`src/gbs_pkg.sv`:
```
`timescale 1ns / 1ps

package gbs_pkg;

  localparam int unsigned MAX_KEPT_DEF  = 256;
  localparam int unsigned MAX_BOXES_DEF = 8192;

  localparam int unsigned COORD_W = 16;
  localparam int unsigned POS_W   = 13;
  localparam int unsigned THR_W   = 16;

  localparam logic [THR_W-1:0] IOU_THR_RESET = 16'd29491;

  // commands from the sequencer to the datapath
  typedef struct packed {
    logic load;    // latch the incoming box
    logic issue;   // read one stored box and advance the scan address
    logic decide;  // settle keep / store full and store the box if it stays and the store has room
    logic emit;    // move the result into the output register
  } gbs_cmd_t;

  // status from the datapath to the sequencer
  typedef struct packed {
    logic count_zero;  // store holds no box
    logic scan_last;   // scan address points at the last stored box
    logic pipe_busy;   // overlap compares still in flight
  } gbs_status_t;

endpackage

```
`src/gbs_ctrl.sv`:
```
`timescale 1ns / 1ps

module gbs_ctrl import gbs_pkg::*; (
  input  logic        clk_i,
  input  logic        rst_ni,
  input  logic        in_valid_i,
  output logic        in_ready_o,
  output logic        out_valid_o,
  input  logic        out_ready_i,
  input  gbs_status_t status_i,
  output gbs_cmd_t    cmd_o
);

  typedef enum logic [5:0] {
    ST_IDLE   = 6'b000001,
    ST_PREP   = 6'b000010,
    ST_SCAN   = 6'b000100,
    ST_DRAIN  = 6'b001000,
    ST_DECIDE = 6'b010000,
    ST_EMIT   = 6'b100000
  } state_e;

  state_e state_q, state_d;
  logic   out_valid_q, out_valid_d;
  logic   slot_free;

  assign slot_free = !out_valid_q || out_ready_i;

  always_comb begin
    state_d     = state_q;
    cmd_o       = '0;
    out_valid_d = out_valid_q && !out_ready_i;
    unique case (state_q)
      ST_IDLE: begin
        if (in_valid_i) begin
          cmd_o.load = 1'b1;
          state_d    = ST_PREP;
        end
      end
      ST_PREP: begin
        state_d = status_i.count_zero ? ST_DECIDE : ST_SCAN;
      end
      ST_SCAN: begin
        cmd_o.issue = 1'b1;
        if (status_i.scan_last) begin
          state_d = ST_DRAIN;
        end
      end
      ST_DRAIN: begin
        if (!status_i.pipe_busy) begin
          state_d = ST_DECIDE;
        end
      end
      ST_DECIDE: begin
        cmd_o.decide = 1'b1;
        state_d      = ST_EMIT;
      end
      ST_EMIT: begin
        if (slot_free) begin
          cmd_o.emit  = 1'b1;
          out_valid_d = 1'b1;
          state_d     = ST_IDLE;
        end
      end
      default: begin
        state_d = ST_IDLE;
      end
    endcase
  end

  always_ff @(posedge clk_i or negedge rst_ni) begin
    if (!rst_ni) begin
      state_q     <= ST_IDLE;
      out_valid_q <= 1'b0;
    end else begin
      state_q     <= state_d;
      out_valid_q <= out_valid_d;
    end
  end

  assign in_ready_o  = (state_q == ST_IDLE);
  assign out_valid_o = out_valid_q;

endmodule

```
`config.mk`:
```
export PLATFORM = sky130hd
export DESIGN_NAME = gbs_ctrl
export DESIGN_NICKNAME = d
export VERILOG_FILES = /design/src/gbs_pkg.sv /design/src/gbs_ctrl.sv
export SDC_FILE = /design/constraint.sdc
export NUM_CORES = 1
export LEC_CHECK = 0
export BUFFER_PORTS_ARGS = -buffer_cell sky130_fd_sc_hd__buf_2
export CORE_AREA = 2 2 39 41
export CTS_CLUSTER_DIAMETER = 200
export DETAILED_ROUTE_END_ITERATION = 12
export DIE_AREA = 0 0 41 43
export HOLD_SLACK_MARGIN = 0.12
export PLACE_DENSITY_LB_ADDON = 0.08
export SETUP_SLACK_MARGIN = 0.3
export SYNTH_ARGS = -nofsm -noshare
export SYNTH_HDL_FRONTEND = slang
export SYNTH_SLANG_ARGS = --single-unit
```
`constraint.sdc`:
```
create_clock -name clk_i -period 2.2 [get_ports clk_i]
set_input_delay 0.33 -clock clk_i [delete_from_list [all_inputs] [get_ports clk_i]]
set_output_delay 0.33 -clock clk_i [all_outputs]
set_load 0.01 [all_outputs]
```
### After elaboration in Yosys (flattened, before gate mapping)

Index checks and enable logic that the tools add are counted.

* logic and storage cells: 31
* bits in registers: 7

* muxes and demuxes: 14
* eq/ne operators: 10
* reductions and logical operators: 5

Operators with widths (count)
* 6-bit one-hot mux with 6 select lines: 1
* 6-bit 2-to-1 mux: 4
* 1-bit 2-to-1 mux: 8
* 2-bit != test, second input constant: 4
* 6-bit by 1-bit == test with 1-bit output, second input constant: 1
* 6-bit by 2-bit == test with 1-bit output, second input constant: 1
* 6-bit by 3-bit == test with 1-bit output, second input constant: 1
* 6-bit by 4-bit == test with 1-bit output, second input constant: 1
* 6-bit by 5-bit == test with 1-bit output, second input constant: 1
* 6-bit == test, second input constant: 1
* 5-bit 2-to-1 mux: 1
* 4-bit AND reduction: 1
* 1-bit zero test: 2
* 1-bit logical AND: 1
* 1-bit logical OR: 1

### Logic depth before layout (Yosys ltp)

* depth after elaboration: 4
* gate-level depth with buffers: 5
* gate-level depth less buffers: 4

### Worst setup path after synthesis

No wires, ideal clock.

* kind: register to output
* start point: reg state_q[1]
* end point: out cmd_o[3] in the netlist's numbering
* arrival: 1.473 ns
* buffers on the path: 1
* cell stages (with the launch flop): 5
* path slack: 0.397 ns
* required time: 1.870 ns
* cell sequence: dfrtp_1 buf_6 or4b_1 nor3_2 and2_1

RTL lines
* start: declaration: line gbs_ctrl.sv:23 `state_e state_q, state_d;`
* start signal: assignment: line gbs_ctrl.sv:76 `state_q <= state_d;`
* end: declaration: line gbs_ctrl.sv:11 `output gbs_cmd_t cmd_o`

==> run_results.csv <==
group,metric,value,unit
synth,synth_compound_area_share,15.5,%
clock_tree,cts-root-buf,"clkbuf_4",
synth,synth_cells,47,
synth,synth_edf_count,0,
global_routing,grt_util_met3,4.71,%
global_routing,grt.busiest_layer,"met2",
global_routing,antenna_found_initial,0,
cells_and_area,syn_to_final_growth,54.2,%
synth,yosys.area_share.simple,37.8,%
timing,max_freq,0.499,GHz
placed_design,dpl-instance-area,484,um^2
floorplan,fp.dieH,43,um
worst_setup_path,setup.worst_path.start,"state_q[0]$_DFFE_PN1P_",
floorplan,io_pins,13,
routing,vias_per_cell,5.07,
clock_tree,cts_tree,"yes",
timing,slew_viol_final,0,
timing,setup_violations,0,
timing,finalCriticalPeriod,2.01,ns
clock_tree,clk-insertion-delay-late,0.26,ns
hold_path,hp-class,"in2reg",
timing,layout_setup_ws,0.194,ns
timing,slew_headroom,79.8,%
synth,synth_mux_area_share,0,%
clock_tree,cts_sinks,7,
global_routing,gr-usage-met2,26.6,%
status,status,"finished, final reports clean",
synth,synthFlopType,"dfrtp_1",
synth,synth_top_family_by_area,"simple AND/OR/NAND/NOR gates",
clock_tree,numCtsBuffers,3,
cells_and_area,nFillCells,149,
routing,first_iter_violations,4,
synth,synth_warnings,0,
floorplan,die_area,0.00176,mm^2
global_routing,grt_pass1_wl,2090,um
power,finalPower,724,uW
timing,rsz0062_at_grt,"true",
global_routing,grt_use_met1,23.2,%
clock_tree,cts_buffer_depth,2,
placed_design,hpwl,744,um
worst_setup_path,cp_data_arrival_time,1.68,ns
power,p_per_area,1120,mW/mm^2
synth,synth_seq_cells,7,
clock_tree,cts.clk_slew.worst_paths,0.06,ns
synth,yosys.area_share.xor_xnor,0,%
hold_path,hold_start,"in_valid_i",
worst_setup_path,required,1.87,ns
floorplan,coreArea,0.00138,mm^2
floorplan,start_util,30.4,%
synth,synth_seq_area_share,42.0,%
flow_run,maxCapViolCount,0,
timing,worst_pin_slew,0.299,ns
routing,wl_per_cell,14.0,um
synth,synthAdderAreaFrac,0,%
routing,drt_wl_total,1240,um
global_routing,grt_pass1_vias,447,
floorplan,rows,14,
cells_and_area,final_nets,81,
synth,synthArstFlopShare,100,%
synth,syn_avg_cell_area,8.94,um^2
synth,synth.largest_area_cell,"dfrtp_1",
power,vdd_drop_max,0.000516,V
cells_and_area,diodes,0,
cells_and_area,multiInputGateArea,256,um^2
synth,synth_fp_nets,54,
routing,dr.pass1.iters,4,
clock_tree,h-tree-depth,1,
timing,skew,0.00641,ns
worst_setup_path,crit_path_end_kind,"primary output",
synth,synthTopCellsByCount,"dfrtp_1, nor2_1, nor3_1",
timing,hold_viol_final,0,
routing,vias,451,
worst_setup_path,worst-setup-path-type,"reg2out",
global_routing,grt_max_degree,10,
global_routing,grtUsageTotal,18.2,%
synth,synth_area_leaders,"dfrtp_1, dfstp_2, nor3_1",
placed_design,io_buffers,12,
floorplan,chipWidth,41,um
synth,ys_types,27,
timing,tns,0,ns
global_routing,overflow,0,
timing,fin_crit_sh,91.2,%
cells_and_area,fin_area,648,um^2
worst_setup_path,cp_max_fo,3,
routing,postRouteAntennaNets,0,
cells_and_area,regArea,183,um^2
cells_and_area,drive_above_1_share,50.7,%
synth,synth_top_area_share,35.7,%
worst_setup_path,cp-start-kind,"flop",
power,p_leak,0.000298,uW
worst_setup_path,reg2reg_from,"state_q[0]$_DFFE_PN1P_",
placed_design,pre_cts_ws,0.418,ns
synth,syn_area,420,um^2
synth,synth.most_common_cell,"dfrtp_1",
placed_design,gp_congestion,0.786,
routing,drcViolationCount,0,
==> area by class of cell <==
type,count,share of cell area (%)
inverters,1,0.579
flip-flops and latches,7,28.2
clock buffers,4,4.05
repair buffers,24,24.5
multi-input cells,37,39.6
well taps,16,3.09
==> worst max-delay path, stage by stage (launching register included) <==
cell and delay, ns:
dfstp_2 0.54, or4b_4 0.48, nor3_4 0.15, and2_4 0.16, buf_6 0.09
==> metal layers <==
metal,up-vias,routed length [um]
met5,-,0
met4,0,5
met3,2,52
met2,10,638
met1,215,548
li1,224,-
==> layout by cell type, fill, tap and decap left out, drive strengths merged, types with 2 or more instances in the layout <==
| cell type | Yosys | layout |
|---|---|---|
| buf | 2 | 23 |
| dfrtp | 6 | 6 |
| nor2 | 5 | 5 |
| nor3 | 5 | 5 |
| clkbuf | 0 | 4 |
| nor2b | 3 | 3 |
| nand2 | 2 | 2 |
| nand3b | 2 | 2 |
| nand2b | 2 | 2 |
| o22ai | 2 | 2 |
| a31oi | 2 | 2 |
| and2 | 2 | 2 |
| o21ai | 2 | 2 |
==> per-stage QoR <==
stage	utilization (%)	std cells	hold WS [ns]
global placement	35.0	73	0.184
finish	46.8	89	0.329
global route	46.8	89	0.338
floorplan	-	47	0.0344
CTS	44.4	87	0.326
detailed placement	35.0	73	0.182
==> what timing repair did <==
action,CTS,global route
endpoints found under the hold margin,6,0
hold buffers,1,0
setup endpoints to repair,4,5
resized for setup,8,4
pin swaps,4,5
setup buffers,9,2
==> where the power goes <==
part	total, uW	switching, uW	internal, uW
combinational	419	183	236
clock	123	53.1	69.6
sequential	183	18.9	164
==> final timing paths <==
| path | endpoint | slack, ns | cells past startpoint |
|---|---|---|---|
| worst max-delay path | cmd_o[3] | 0.19 | 4 |
| min in group asynchronous | state_q[1]$_DFFE_PN0P_ | 0.45 | 2 |
| worst min-delay path | state_q[1]$_DFFE_PN0P_ | 0.33 | 2 |
| worst min register to register | out_valid_o$_DFF_PN0_ | 0.56 | 2 |
| max in group asynchronous | state_q[0]$_DFFE_PN1P_ | 1.52 | 2 |
| worst max register to register | state_q[0]$_DFFE_PN1P_ | 0.60 | 6 |
==> cells by family (layout without fill, tap and decap cells) <==
kind of cell	Yosys count	count (layout)
AND/OR/NAND/NOR	27	27
AO/OA/AOI/OAI	10	10
flip-flops	7	7
buffers and inverters	3	29
==> sequential cells by signal, summed over array words and instances, names as in the netlist <==
name         flops
out_valid_o      1
state_q          6
(Power assumes the default switching activity.)
